--- src/rtl/tpcm_pkg.sv ---
// tpcm_pkg: shared types and constants for the touch point calibrated mapper
// no dependencies
package tpcm_pkg;

   localparam int RAW_W  = 12;
   localparam int NUM_W  = 11;
   localparam int DEN_W  = 13;
   localparam int OFF_W  = 16;
   localparam int DVD_W  = 22;   // magnitude of raw * num always fits here
   localparam int CSR_IDX_W  = 4;
   localparam int CSR_DATA_W = 16;
   localparam int SX_W   = 9;
   localparam int SY_W   = 8;
   localparam logic [3:0] COUNT_MASK = 4'h0F;
   localparam logic [3:0] MAX_POINTS = 4'd2;

   typedef enum logic [CSR_IDX_W-1:0] {
      REG_CAL_VALID   = 4'd0,
      REG_AXIS_SWAP   = 4'd1,
      REG_X_SCALE_NUM = 4'd2,
      REG_X_SCALE_DEN = 4'd3,
      REG_X_OFFSET    = 4'd4,
      REG_Y_SCALE_NUM = 4'd5,
      REG_Y_SCALE_DEN = 4'd6,
      REG_Y_OFFSET    = 4'd7
   } csr_index_type;

   typedef struct packed {
      logic                    qneg;
      logic                    zero;
      logic signed [OFF_W-1:0] off;
   } axis_ctl_type;

   typedef struct packed {
      logic             touched;
      logic [RAW_W-1:0] raw_x;
      logic [RAW_W-1:0] raw_y;
   } meta_type;

   typedef struct packed {
      meta_type     meta;
      axis_ctl_type ctl;
   } x_payload_type;

   typedef struct packed {
      logic signed [NUM_W-1:0] num;
      logic signed [DEN_W-1:0] den;
      logic signed [OFF_W-1:0] off;
   } axis_cfg_type;

endpackage

--- src/rtl/tpcm_front.sv ---
// tpcm_front: decodes the status read, picks axes, multiplies and takes magnitudes
// depends on tpcm_pkg
module tpcm_front
   import tpcm_pkg::*;
(
   input  logic                clock,
   input  logic                reset,
   input  logic                enable,
   input  logic                in_valid,
   input  logic [7:0]          status_byte,
   input  logic [7:0]          x_high_byte,
   input  logic [7:0]          x_low_byte,
   input  logic [7:0]          y_high_byte,
   input  logic [7:0]          y_low_byte,
   input  logic                cal_valid,
   input  logic                axis_swap,
   input  axis_cfg_type        x_cfg,
   input  axis_cfg_type        y_cfg,
   output logic                out_valid,
   output logic [DVD_W-1:0]    x_dividend,
   output logic [DEN_W-1:0]    x_divisor,
   output x_payload_type       x_payload,
   output logic [DVD_W-1:0]    y_dividend,
   output logic [DEN_W-1:0]    y_divisor,
   output axis_ctl_type        y_payload
);

   logic valid_ff;
   logic [DVD_W-1:0] x_dvd_ff, x_dvd_in, y_dvd_ff, y_dvd_in;
   logic [DEN_W-1:0] x_div_ff, x_div_in, y_div_ff, y_div_in;
   x_payload_type x_pl_ff, x_pl_in;
   axis_ctl_type  y_pl_ff, y_pl_in;

   logic [3:0] count;
   logic [RAW_W-1:0] rx, ry, ax, ay;
   axis_cfg_type xc, yc;
   logic signed [23:0] x_prod, y_prod;
   logic signed [23:0] x_mag, y_mag;

   always_comb begin
      count = status_byte[3:0] & COUNT_MASK;
      rx = {x_high_byte[3:0], x_low_byte};
      ry = {y_high_byte[3:0], y_low_byte};
      if (cal_valid) begin
         ax = axis_swap ? ry : rx;
         ay = axis_swap ? rx : ry;
         xc = x_cfg;
         yc = y_cfg;
      end else begin
         // identity mapping with the axes crossed
         ax = ry;
         ay = rx;
         xc = '{num: NUM_W'(1), den: DEN_W'(1), off: '0};
         yc = '{num: NUM_W'(1), den: DEN_W'(1), off: '0};
      end
      x_prod = $signed({1'b0, ax}) * xc.num;
      y_prod = $signed({1'b0, ay}) * yc.num;
      x_mag  = x_prod[23] ? -x_prod : x_prod;
      y_mag  = y_prod[23] ? -y_prod : y_prod;
      x_dvd_in = x_mag[DVD_W-1:0];
      y_dvd_in = y_mag[DVD_W-1:0];
      x_div_in = xc.den[DEN_W-1] ? (~xc.den + DEN_W'(1)) : xc.den;
      y_div_in = yc.den[DEN_W-1] ? (~yc.den + DEN_W'(1)) : yc.den;
      x_pl_in.meta.touched = (count != 4'd0) && (count <= MAX_POINTS);
      x_pl_in.meta.raw_x   = rx;
      x_pl_in.meta.raw_y   = ry;
      x_pl_in.ctl.qneg     = x_prod[23] ^ xc.den[DEN_W-1];
      x_pl_in.ctl.zero     = (xc.den == '0);
      x_pl_in.ctl.off      = xc.off;
      y_pl_in.qneg         = y_prod[23] ^ yc.den[DEN_W-1];
      y_pl_in.zero         = (yc.den == '0);
      y_pl_in.off          = yc.off;
   end

   always_ff @(posedge clock) begin
      if (reset) begin
         valid_ff <= 1'b0;
      end else if (enable) begin
         valid_ff <= in_valid;
      end
      if (enable) begin
         x_dvd_ff <= x_dvd_in;
         y_dvd_ff <= y_dvd_in;
         x_div_ff <= x_div_in;
         y_div_ff <= y_div_in;
         x_pl_ff  <= x_pl_in;
         y_pl_ff  <= y_pl_in;
      end
   end

   assign out_valid  = valid_ff;
   assign x_dividend = x_dvd_ff;
   assign x_divisor  = x_div_ff;
   assign x_payload  = x_pl_ff;
   assign y_dividend = y_dvd_ff;
   assign y_divisor  = y_div_ff;
   assign y_payload  = y_pl_ff;

endmodule

--- src/rtl/tpcm_div.sv ---
// tpcm_div: unsigned restoring divider, one quotient bit per pipeline stage
// depends on tpcm_pkg; carries an opaque payload alongside
module tpcm_div
   import tpcm_pkg::*;
#(
   parameter int PAYLOAD_W = 18
) (
   input  logic                 clock,
   input  logic                 reset,
   input  logic                 enable,
   input  logic                 in_valid,
   input  logic [DVD_W-1:0]     in_dividend,
   input  logic [DEN_W-1:0]     in_divisor,
   input  logic [PAYLOAD_W-1:0] in_payload,
   output logic                 out_valid,
   output logic [DVD_W-1:0]     out_quotient,
   output logic [PAYLOAD_W-1:0] out_payload
);

   logic                 valid_ff [DVD_W+1];
   logic [DEN_W-1:0]     rem_ff   [DVD_W+1];
   logic [DVD_W-1:0]     dvd_ff   [DVD_W+1];
   logic [DVD_W-1:0]     quo_ff   [DVD_W+1];
   logic [DEN_W-1:0]     div_ff   [DVD_W+1];
   logic [PAYLOAD_W-1:0] pl_ff    [DVD_W+1];

   // entry 0 is the input, not a register
   assign valid_ff[0] = in_valid;
   assign rem_ff[0]   = '0;
   assign dvd_ff[0]   = in_dividend;
   assign quo_ff[0]   = '0;
   assign div_ff[0]   = in_divisor;
   assign pl_ff[0]    = in_payload;

   for (genvar k = 0; k < DVD_W; k++) begin : g_stage
      logic [DEN_W:0]   trial;
      logic             fits;
      logic [DEN_W-1:0] rem_in;

      always_comb begin
         trial  = {rem_ff[k], dvd_ff[k][DVD_W-1]};
         fits   = trial >= {1'b0, div_ff[k]};
         rem_in = fits ? DEN_W'(trial - {1'b0, div_ff[k]}) : trial[DEN_W-1:0];
      end

      always_ff @(posedge clock) begin
         if (reset) begin
            valid_ff[k+1] <= 1'b0;
         end else if (enable) begin
            valid_ff[k+1] <= valid_ff[k];
         end
         if (enable) begin
            rem_ff[k+1] <= rem_in;
            dvd_ff[k+1] <= {dvd_ff[k][DVD_W-2:0], 1'b0};
            quo_ff[k+1] <= {quo_ff[k][DVD_W-2:0], fits};
            div_ff[k+1] <= div_ff[k];
            pl_ff[k+1]  <= pl_ff[k];
         end
      end
   end

   assign out_valid    = valid_ff[DVD_W];
   assign out_quotient = quo_ff[DVD_W];
   assign out_payload  = pl_ff[DVD_W];

endmodule

--- src/rtl/tpcm_back.sv ---
// tpcm_back: restores quotient sign, adds offset, clamps, holds the result register
// depends on tpcm_pkg
module tpcm_back
   import tpcm_pkg::*;
#(
   parameter int SCREEN_WIDTH  = 320,
   parameter int SCREEN_HEIGHT = 240
) (
   input  logic             clock,
   input  logic             reset,
   input  logic             enable,
   input  logic             in_valid,
   input  logic [DVD_W-1:0] x_quotient,
   input  x_payload_type    x_payload,
   input  logic [DVD_W-1:0] y_quotient,
   input  axis_ctl_type     y_payload,
   output logic             out_valid,
   output logic             touched,
   output logic [SX_W-1:0]  screen_x,
   output logic [SY_W-1:0]  screen_y,
   output logic [RAW_W-1:0] raw_x,
   output logic [RAW_W-1:0] raw_y
);

   localparam logic signed [24:0] X_MAX = 25'(SCREEN_WIDTH - 1);
   localparam logic signed [24:0] Y_MAX = 25'(SCREEN_HEIGHT - 1);

   function automatic logic signed [24:0] map_value(
      input logic [DVD_W-1:0] q, input axis_ctl_type c);
      logic signed [24:0] qs;
      qs = $signed({3'b000, q});
      if (c.zero) begin
         qs = '0;
      end else if (c.qneg) begin
         qs = -qs;
      end
      return qs + 25'(c.off);
   endfunction

   function automatic logic signed [24:0] clamp(
      input logic signed [24:0] v, input logic signed [24:0] top);
      if (v < 0) begin
         return '0;
      end else if (v > top) begin
         return top;
      end
      return v;
   endfunction

   logic valid_ff, touched_ff, touched_in;
   logic [SX_W-1:0] sx_ff, sx_in;
   logic [SY_W-1:0] sy_ff, sy_in;
   logic [RAW_W-1:0] rx_ff, rx_in, ry_ff, ry_in;
   logic signed [24:0] cx, cy;

   always_comb begin
      cx = clamp(map_value(x_quotient, x_payload.ctl), X_MAX);
      cy = clamp(map_value(y_quotient, y_payload), Y_MAX);
      touched_in = x_payload.meta.touched;
      // no touch reports every field as zero
      sx_in = touched_in ? cx[SX_W-1:0] : '0;
      sy_in = touched_in ? cy[SY_W-1:0] : '0;
      rx_in = touched_in ? x_payload.meta.raw_x : '0;
      ry_in = touched_in ? x_payload.meta.raw_y : '0;
   end

   always_ff @(posedge clock) begin
      if (reset) begin
         valid_ff <= 1'b0;
      end else if (enable) begin
         valid_ff <= in_valid;
      end
      if (enable) begin
         touched_ff <= touched_in;
         sx_ff <= sx_in;
         sy_ff <= sy_in;
         rx_ff <= rx_in;
         ry_ff <= ry_in;
      end
   end

   assign out_valid = valid_ff;
   assign touched   = touched_ff;
   assign screen_x  = sx_ff;
   assign screen_y  = sy_ff;
   assign raw_x     = rx_ff;
   assign raw_y     = ry_ff;

endmodule

--- src/rtl/touch_point_calibrated_mapper_unit.sv ---
// touch point mapper: 1 multiply stage, 22 divider stages, 1 output stage
// throughput one item per cycle when not stalled; the 22 stage restoring divider sets the latency
// all stages advance together and stall only while a result waits at the output
// synchronous reset clears valid bits and loads calibration register defaults
// depends on tpcm_pkg, tpcm_front, tpcm_div, tpcm_back
module touch_point_calibrated_mapper_unit
   import tpcm_pkg::*;
#(
   parameter int SCREEN_WIDTH  = 320,
   parameter int SCREEN_HEIGHT = 240
) (
   input  logic                  clock,
   input  logic                  reset,
   input  logic                  req_valid,
   output logic                  req_ready,
   input  logic [7:0]            req_status_byte,
   input  logic [7:0]            req_x_high_byte,
   input  logic [7:0]            req_x_low_byte,
   input  logic [7:0]            req_y_high_byte,
   input  logic [7:0]            req_y_low_byte,
   output logic                  rsp_valid,
   input  logic                  rsp_ready,
   output logic                  rsp_touched,
   output logic [SX_W-1:0]       rsp_screen_x,
   output logic [SY_W-1:0]       rsp_screen_y,
   output logic [RAW_W-1:0]      rsp_raw_x,
   output logic [RAW_W-1:0]      rsp_raw_y,
   input  logic                  csr_valid,
   output logic                  csr_ready,
   input  logic [CSR_IDX_W-1:0]  csr_index,
   input  logic [CSR_DATA_W-1:0] csr_data
);

   logic cal_valid_ff, axis_swap_ff;
   axis_cfg_type x_cfg_ff, y_cfg_ff;
   logic enable;

   assign csr_ready = 1'b1;

   always_ff @(posedge clock) begin
      if (reset) begin
         cal_valid_ff <= 1'b0;
         axis_swap_ff <= 1'b0;
         x_cfg_ff     <= '{num: NUM_W'(1), den: DEN_W'(1), off: '0};
         y_cfg_ff     <= '{num: NUM_W'(1), den: DEN_W'(1), off: '0};
      end else if (csr_valid) begin
         case (csr_index)
            REG_CAL_VALID:   cal_valid_ff <= csr_data[0];
            REG_AXIS_SWAP:   axis_swap_ff <= csr_data[0];
            REG_X_SCALE_NUM: x_cfg_ff.num <= csr_data[NUM_W-1:0];
            REG_X_SCALE_DEN: x_cfg_ff.den <= csr_data[DEN_W-1:0];
            REG_X_OFFSET:    x_cfg_ff.off <= csr_data;
            REG_Y_SCALE_NUM: y_cfg_ff.num <= csr_data[NUM_W-1:0];
            REG_Y_SCALE_DEN: y_cfg_ff.den <= csr_data[DEN_W-1:0];
            REG_Y_OFFSET:    y_cfg_ff.off <= csr_data;
            default: ;
         endcase
      end
   end

   assign enable    = !rsp_valid || rsp_ready;
   assign req_ready = enable;

   logic             f_valid;
   logic [DVD_W-1:0] f_x_dvd, f_y_dvd;
   logic [DEN_W-1:0] f_x_div, f_y_div;
   x_payload_type    f_x_pl, d_x_pl;
   axis_ctl_type     f_y_pl, d_y_pl;
   logic             d_x_valid, d_y_valid;
   logic [DVD_W-1:0] d_x_q, d_y_q;

   tpcm_front u_front (
      .clock       (clock),
      .reset       (reset),
      .enable      (enable),
      .in_valid    (req_valid),
      .status_byte (req_status_byte),
      .x_high_byte (req_x_high_byte),
      .x_low_byte  (req_x_low_byte),
      .y_high_byte (req_y_high_byte),
      .y_low_byte  (req_y_low_byte),
      .cal_valid   (cal_valid_ff),
      .axis_swap   (axis_swap_ff),
      .x_cfg       (x_cfg_ff),
      .y_cfg       (y_cfg_ff),
      .out_valid   (f_valid),
      .x_dividend  (f_x_dvd),
      .x_divisor   (f_x_div),
      .x_payload   (f_x_pl),
      .y_dividend  (f_y_dvd),
      .y_divisor   (f_y_div),
      .y_payload   (f_y_pl)
   );

   tpcm_div #(.PAYLOAD_W($bits(x_payload_type))) u_div_x (
      .clock        (clock),
      .reset        (reset),
      .enable       (enable),
      .in_valid     (f_valid),
      .in_dividend  (f_x_dvd),
      .in_divisor   (f_x_div),
      .in_payload   (f_x_pl),
      .out_valid    (d_x_valid),
      .out_quotient (d_x_q),
      .out_payload  (d_x_pl)
   );

   tpcm_div #(.PAYLOAD_W($bits(axis_ctl_type))) u_div_y (
      .clock        (clock),
      .reset        (reset),
      .enable       (enable),
      .in_valid     (f_valid),
      .in_dividend  (f_y_dvd),
      .in_divisor   (f_y_div),
      .in_payload   (f_y_pl),
      .out_valid    (d_y_valid),
      .out_quotient (d_y_q),
      .out_payload  (d_y_pl)
   );

   tpcm_back #(
      .SCREEN_WIDTH  (SCREEN_WIDTH),
      .SCREEN_HEIGHT (SCREEN_HEIGHT)
   ) u_back (
      .clock      (clock),
      .reset      (reset),
      .enable     (enable),
      .in_valid   (d_x_valid && d_y_valid),
      .x_quotient (d_x_q),
      .x_payload  (d_x_pl),
      .y_quotient (d_y_q),
      .y_payload  (d_y_pl),
      .out_valid  (rsp_valid),
      .touched    (rsp_touched),
      .screen_x   (rsp_screen_x),
      .screen_y   (rsp_screen_y),
      .raw_x      (rsp_raw_x),
      .raw_y      (rsp_raw_y)
   );

endmodule

--- config.mk ---
export PLATFORM = sky130hd
export DESIGN_NAME = touch_point_calibrated_mapper_unit
export DESIGN_NICKNAME = d
export VERILOG_FILES = /design/src/rtl/tpcm_pkg.sv /design/src/rtl/tpcm_front.sv /design/src/rtl/tpcm_div.sv /design/src/rtl/tpcm_back.sv /design/src/rtl/touch_point_calibrated_mapper_unit.sv
export SDC_FILE = /design/constraint.sdc
export NUM_CORES = 2
export LEC_CHECK = 0
export BUFFER_PORTS_ARGS = -buffer_cell sky130_fd_sc_hd__buf_2
export CORE_MARGIN = 10
export CORE_UTILIZATION = 57
export CTS_BUF_LIST = sky130_fd_sc_hd__clkbuf_2 sky130_fd_sc_hd__clkbuf_4 sky130_fd_sc_hd__clkbuf_8
export DETAILED_ROUTE_END_ITERATION = 6
export PLACE_DENSITY_LB_ADDON = 0.08
export SYNTH_ARGS = -nofsm -noshare
export SYNTH_HDL_FRONTEND = slang
export SYNTH_HIERARCHICAL = 1
export SYNTH_SLANG_ARGS = --single-unit
export TNS_END_PERCENT = 30
--- constraint.sdc ---
create_clock -name clock -period 153.3 [get_ports clock]
set_input_delay 15.33 -clock clock [delete_from_list [all_inputs] [get_ports clock]]
set_output_delay 15.33 -clock clock [all_outputs]
set_load 0.01 [all_outputs]
==> results.json <==
{
  "vias_per_cell": 5.36,
  "yosys.area_share.simple": 0.0638,
  "fmax_mhz": 31.7,
  "io_buffers": 96,
  "postCtsHoldBufs": 0,
  "finalPower_uw": 2950,
  "p_leak_uw": 0.0703,
  "mostFrequentLayoutCell": "edfxtp_1",
  "clock_latency_ns": 1.14,
  "cp.arrival_ns": 16.21,
  "synth_top_family_by_area": "adder cells",
  "yosys_warnings": 6,
  "startpoint": "rsp_ready",
  "worstSetupEndpoint": "req_ready",
  "hold_depth": 0,
  "synth_xor_area_frac": 0.0273,
  "synth_edf_count": 3575,
  "drt-initial-drc-count": 4563,
  "cts_root_buf": "clkbuf_8",
  "grt_first_pass_wirelength_um": 442000,
  "status": "complete, no violations",
  "worstReg2RegStart": "cal_valid_ff",
  "cts_htree_levels": 6,
  "post-route-period-util": 0.206,
  "core-area_sq_um": 283000,
  "cts_buffer_depth": 4,
  "final_util": 0.629,
  "tns_ns": 0,
  "ys_seq_elements": 3703,
  "cp-end-kind": "output pin",
  "chipHeight_um": 553,
  "ys.flop_type": "edfxtp_1",
  "initial_core_util": 0.574,
  "synthCells": 10642,
  "rrSetupSlack_ns": 144.78,
  "netlist_area_sq_um": 162000,
  "fin_nets": 12153,
  "skew_ns": 0.0629,
  "grt-ovfl-total": 0,
  "antenna_found_initial": 6,
  "first_global_vias": 85149,
  "async_reset_ff_frac": 0,
  "area_delta_synth_final_pct": 9.60,
  "ctsResizeCount": 0,
  "setup_viol": 0,
  "cts_tree": "done",
  "p_per_area_nw_per_um2": 16.6,
  "rsz0062_at_grt": "false",
  "period_minus_slack_ns": 31.54,
  "grt_usage": 0.175,
  "drive_gt1_frac": 0.131,
  "worstMarginPinSlew_ns": 1.38,
  "synth_area_per_cell_sq_um": 15.2,
  "place_congestion": 0.896,
  "synthMuxAreaShare": 0.0484,
  "synthAdderAreaFrac": 0.0850,
  "start_kind": "input port",
  "die_w_um": 553,
  "num_vias": 81968,
  "dp_hpwl_um": 188000,
  "io_pins": 110,
  "routed_wl_um": 273000,
  "peakVddDrop_uv": 8.73,
  "synth_compound_area_frac": 0.0644,
  "reg2reg_to": "u_front/y_dividend[8]",
  "routedWlPerCell_um": 17.8,
  "cp_max_fo": 22,
  "die_area_sq_um": 306000,
  "first_pass_iters": 6,
  "drv_slew": 0,
  "ant_nets": 0,
  "cts_inserted_buffers": 593,
  "num_rows": 195,
  "worstRegToRegCells": 23,
  "required_ns": 137.97,
  "drc_errors": 0,
  "seq_area_frac_synth": 0.678,
  "cts_sinks": 3703,
  "grt_max_degree": 203,
  "finalHoldViolations": 0,
  "path_class": "in -> out",
  "timing.slew.headroom": 0.0798,
  "maxCapViolCount": 0,
  "final_cell_mix": "3575 x edfxtp_1, 967 x inv_1, 746 x ha_1",
  "yosysUniqueCellTypes": 109,
  "clk_pin_slew_ns": 0.06,
  "syn_nets": 11675,
  "hp-class": "reg -> reg",
  "postCtsSetupBuffers": 0
}
Yosys cell counts (16+ instances only):
library cell / count / area (sq um)
edfxtp_1: 3575 / 107000
inv_1: 967 / 3630
ha_1: 746 / 9330
nor2_1: 563 / 2110
nand2_1: 413 / 1550
a21oi_1: 320 / 1600
mux2_2: 278 / 3130
mux2i_1: 271 / 2710
xnor2_1: 258 / 2260
o21ai_0: 250 / 1250
xor2_1: 245 / 2150
fa_1: 222 / 4440
nor3_1: 196 / 981
mux2_1: 178 / 2000
nand2b_1: 163 / 1020
a21o_1: 156 / 1170
nand3_1: 138 / 691
dfxtp_1: 128 / 2560
buf_4: 127 / 953
o21a_1: 108 / 811
nor2b_1: 100 / 626
nand4_1: 95 / 594
clkbuf_1: 94 / 353
and2_1: 93 / 582
o21ai_1: 59 / 295
o211ai_1: 57 / 428
or3_1: 57 / 357
and3_1: 52 / 325
o31ai_1: 50 / 375
a211oi_1: 48 / 360
o31a_1: 38 / 333
or2_2: 34 / 213
a31oi_1: 31 / 194
a21boi_0: 27 / 203
a221o_1: 27 / 270
buf_6: 26 / 293
buf_2: 23 / 115
o21bai_1: 22 / 165
nor4_1: 21 / 131
o221ai_1: 20 / 175
or4b_1: 19 / 190
a311oi_1: 18 / 158
o2111a_1: 18 / 203
a311oi_4: 17 / 447
o31ai_4: 16 / 340
worst min path at each step:
stage | start | to | slack, ns
5_1_grt | u_div_y/pl_ff[42] | u_div_y/pl_ff[24] | 0.39
6_report | u_div_y/pl_ff[42] | u_div_y/pl_ff[24] | 0.38
2_1_floorplan | u_div_x/dvd_ff[127] | u_div_x/dvd_ff[106] | 0.40
4_1_cts | u_div_y/pl_ff[42] | u_div_y/pl_ff[24] | 0.36
3_3_place_gp | u_div_x/pl_ff[512] | u_div_x/pl_ff[469] | 0.40
3_5_place_dp | u_div_x/dvd_ff[151] | u_div_x/dvd_ff[130] | 0.40
per-layer routing:
layer,part of all wire,wire length [um],GRT usage
met1,0.42,115000,0.216
met5,0,0,0
met2,0.50,138000,0.308
met3,0.035,9600,0.0278
met4,0.037,10200,0.0730
layout make-up:
cell class / count / area (sq um)
Tap cell: 3743 / 4680
Fill cell: 20540 / 105000
Antenna cell: 3 / 7.51
Sequential cell: 3703 / 110000
Clock inverter: 249 / 1860
Clock buffer: 784 / 9660
Inverter: 980 / 3680
Multi-Input combinational cell: 5677 / 46900
Timing Repair Buffer: 165 / 1090
cells by family (layout without fill, tap and decap cells):
logic type,after synthesis,in the layout
adders and majority gates,968,968
other,1,4
buffers and inverters,1262,2178
and+or+nand+nor,2033,2033
AOI/OAI and AO/OA,1444,1444
muxes,727,727
DFF,3703,3703
xor gates and xnor gates,504,504
per-stage QoR:
stage                     setup slack [ns]  std cells  hold slack [ns]  instance area (sq um)
after global placement              121.70      14268            0.400                 166000
final                               121.76      15304            0.376                 178000
after detailed placement            121.70      14268            0.405                 166000
after CTS                           121.70      15301            0.355                 178000
after global routing                121.70      15303            0.387                 178000
after floorplan                      37.63      10642            0.400                 162000
where the power goes:
group / internal (uW) / switching [uW] / total [uW]
combinational: 379 / 427 / 806
clock: 435 / 372 / 806
sequential: 1280 / 56.7 / 1340
worst max-delay path: stages:
cell and delay [ns]:
buf_2 0.08, nand2b_4 0.48, buf_2 0.25
registers in the layout, indices dropped and copies added (netlist names), 40 cells and up:
| name | count |
|---|---|
| u_div_x/quo_ff | 231 |
| u_div_x/div_ff | 273 |
| u_div_x/pl_ff | 903 |
| u_div_y/div_ff | 273 |
| u_div_x/dvd_ff | 231 |
| u_div_y/dvd_ff | 231 |
| y_cfg_ff | 40 |
| u_div_y/pl_ff | 378 |
| u_div_x/out_payload | 43 |
| x_cfg_ff | 40 |
| u_div_y/g_stage.trial | 273 |
| u_div_y/quo_ff | 231 |
| u_div_x/g_stage.trial | 273 |
| u_front/x_payload | 43 |
Note: power is estimated with default switching activity, not from simulation.
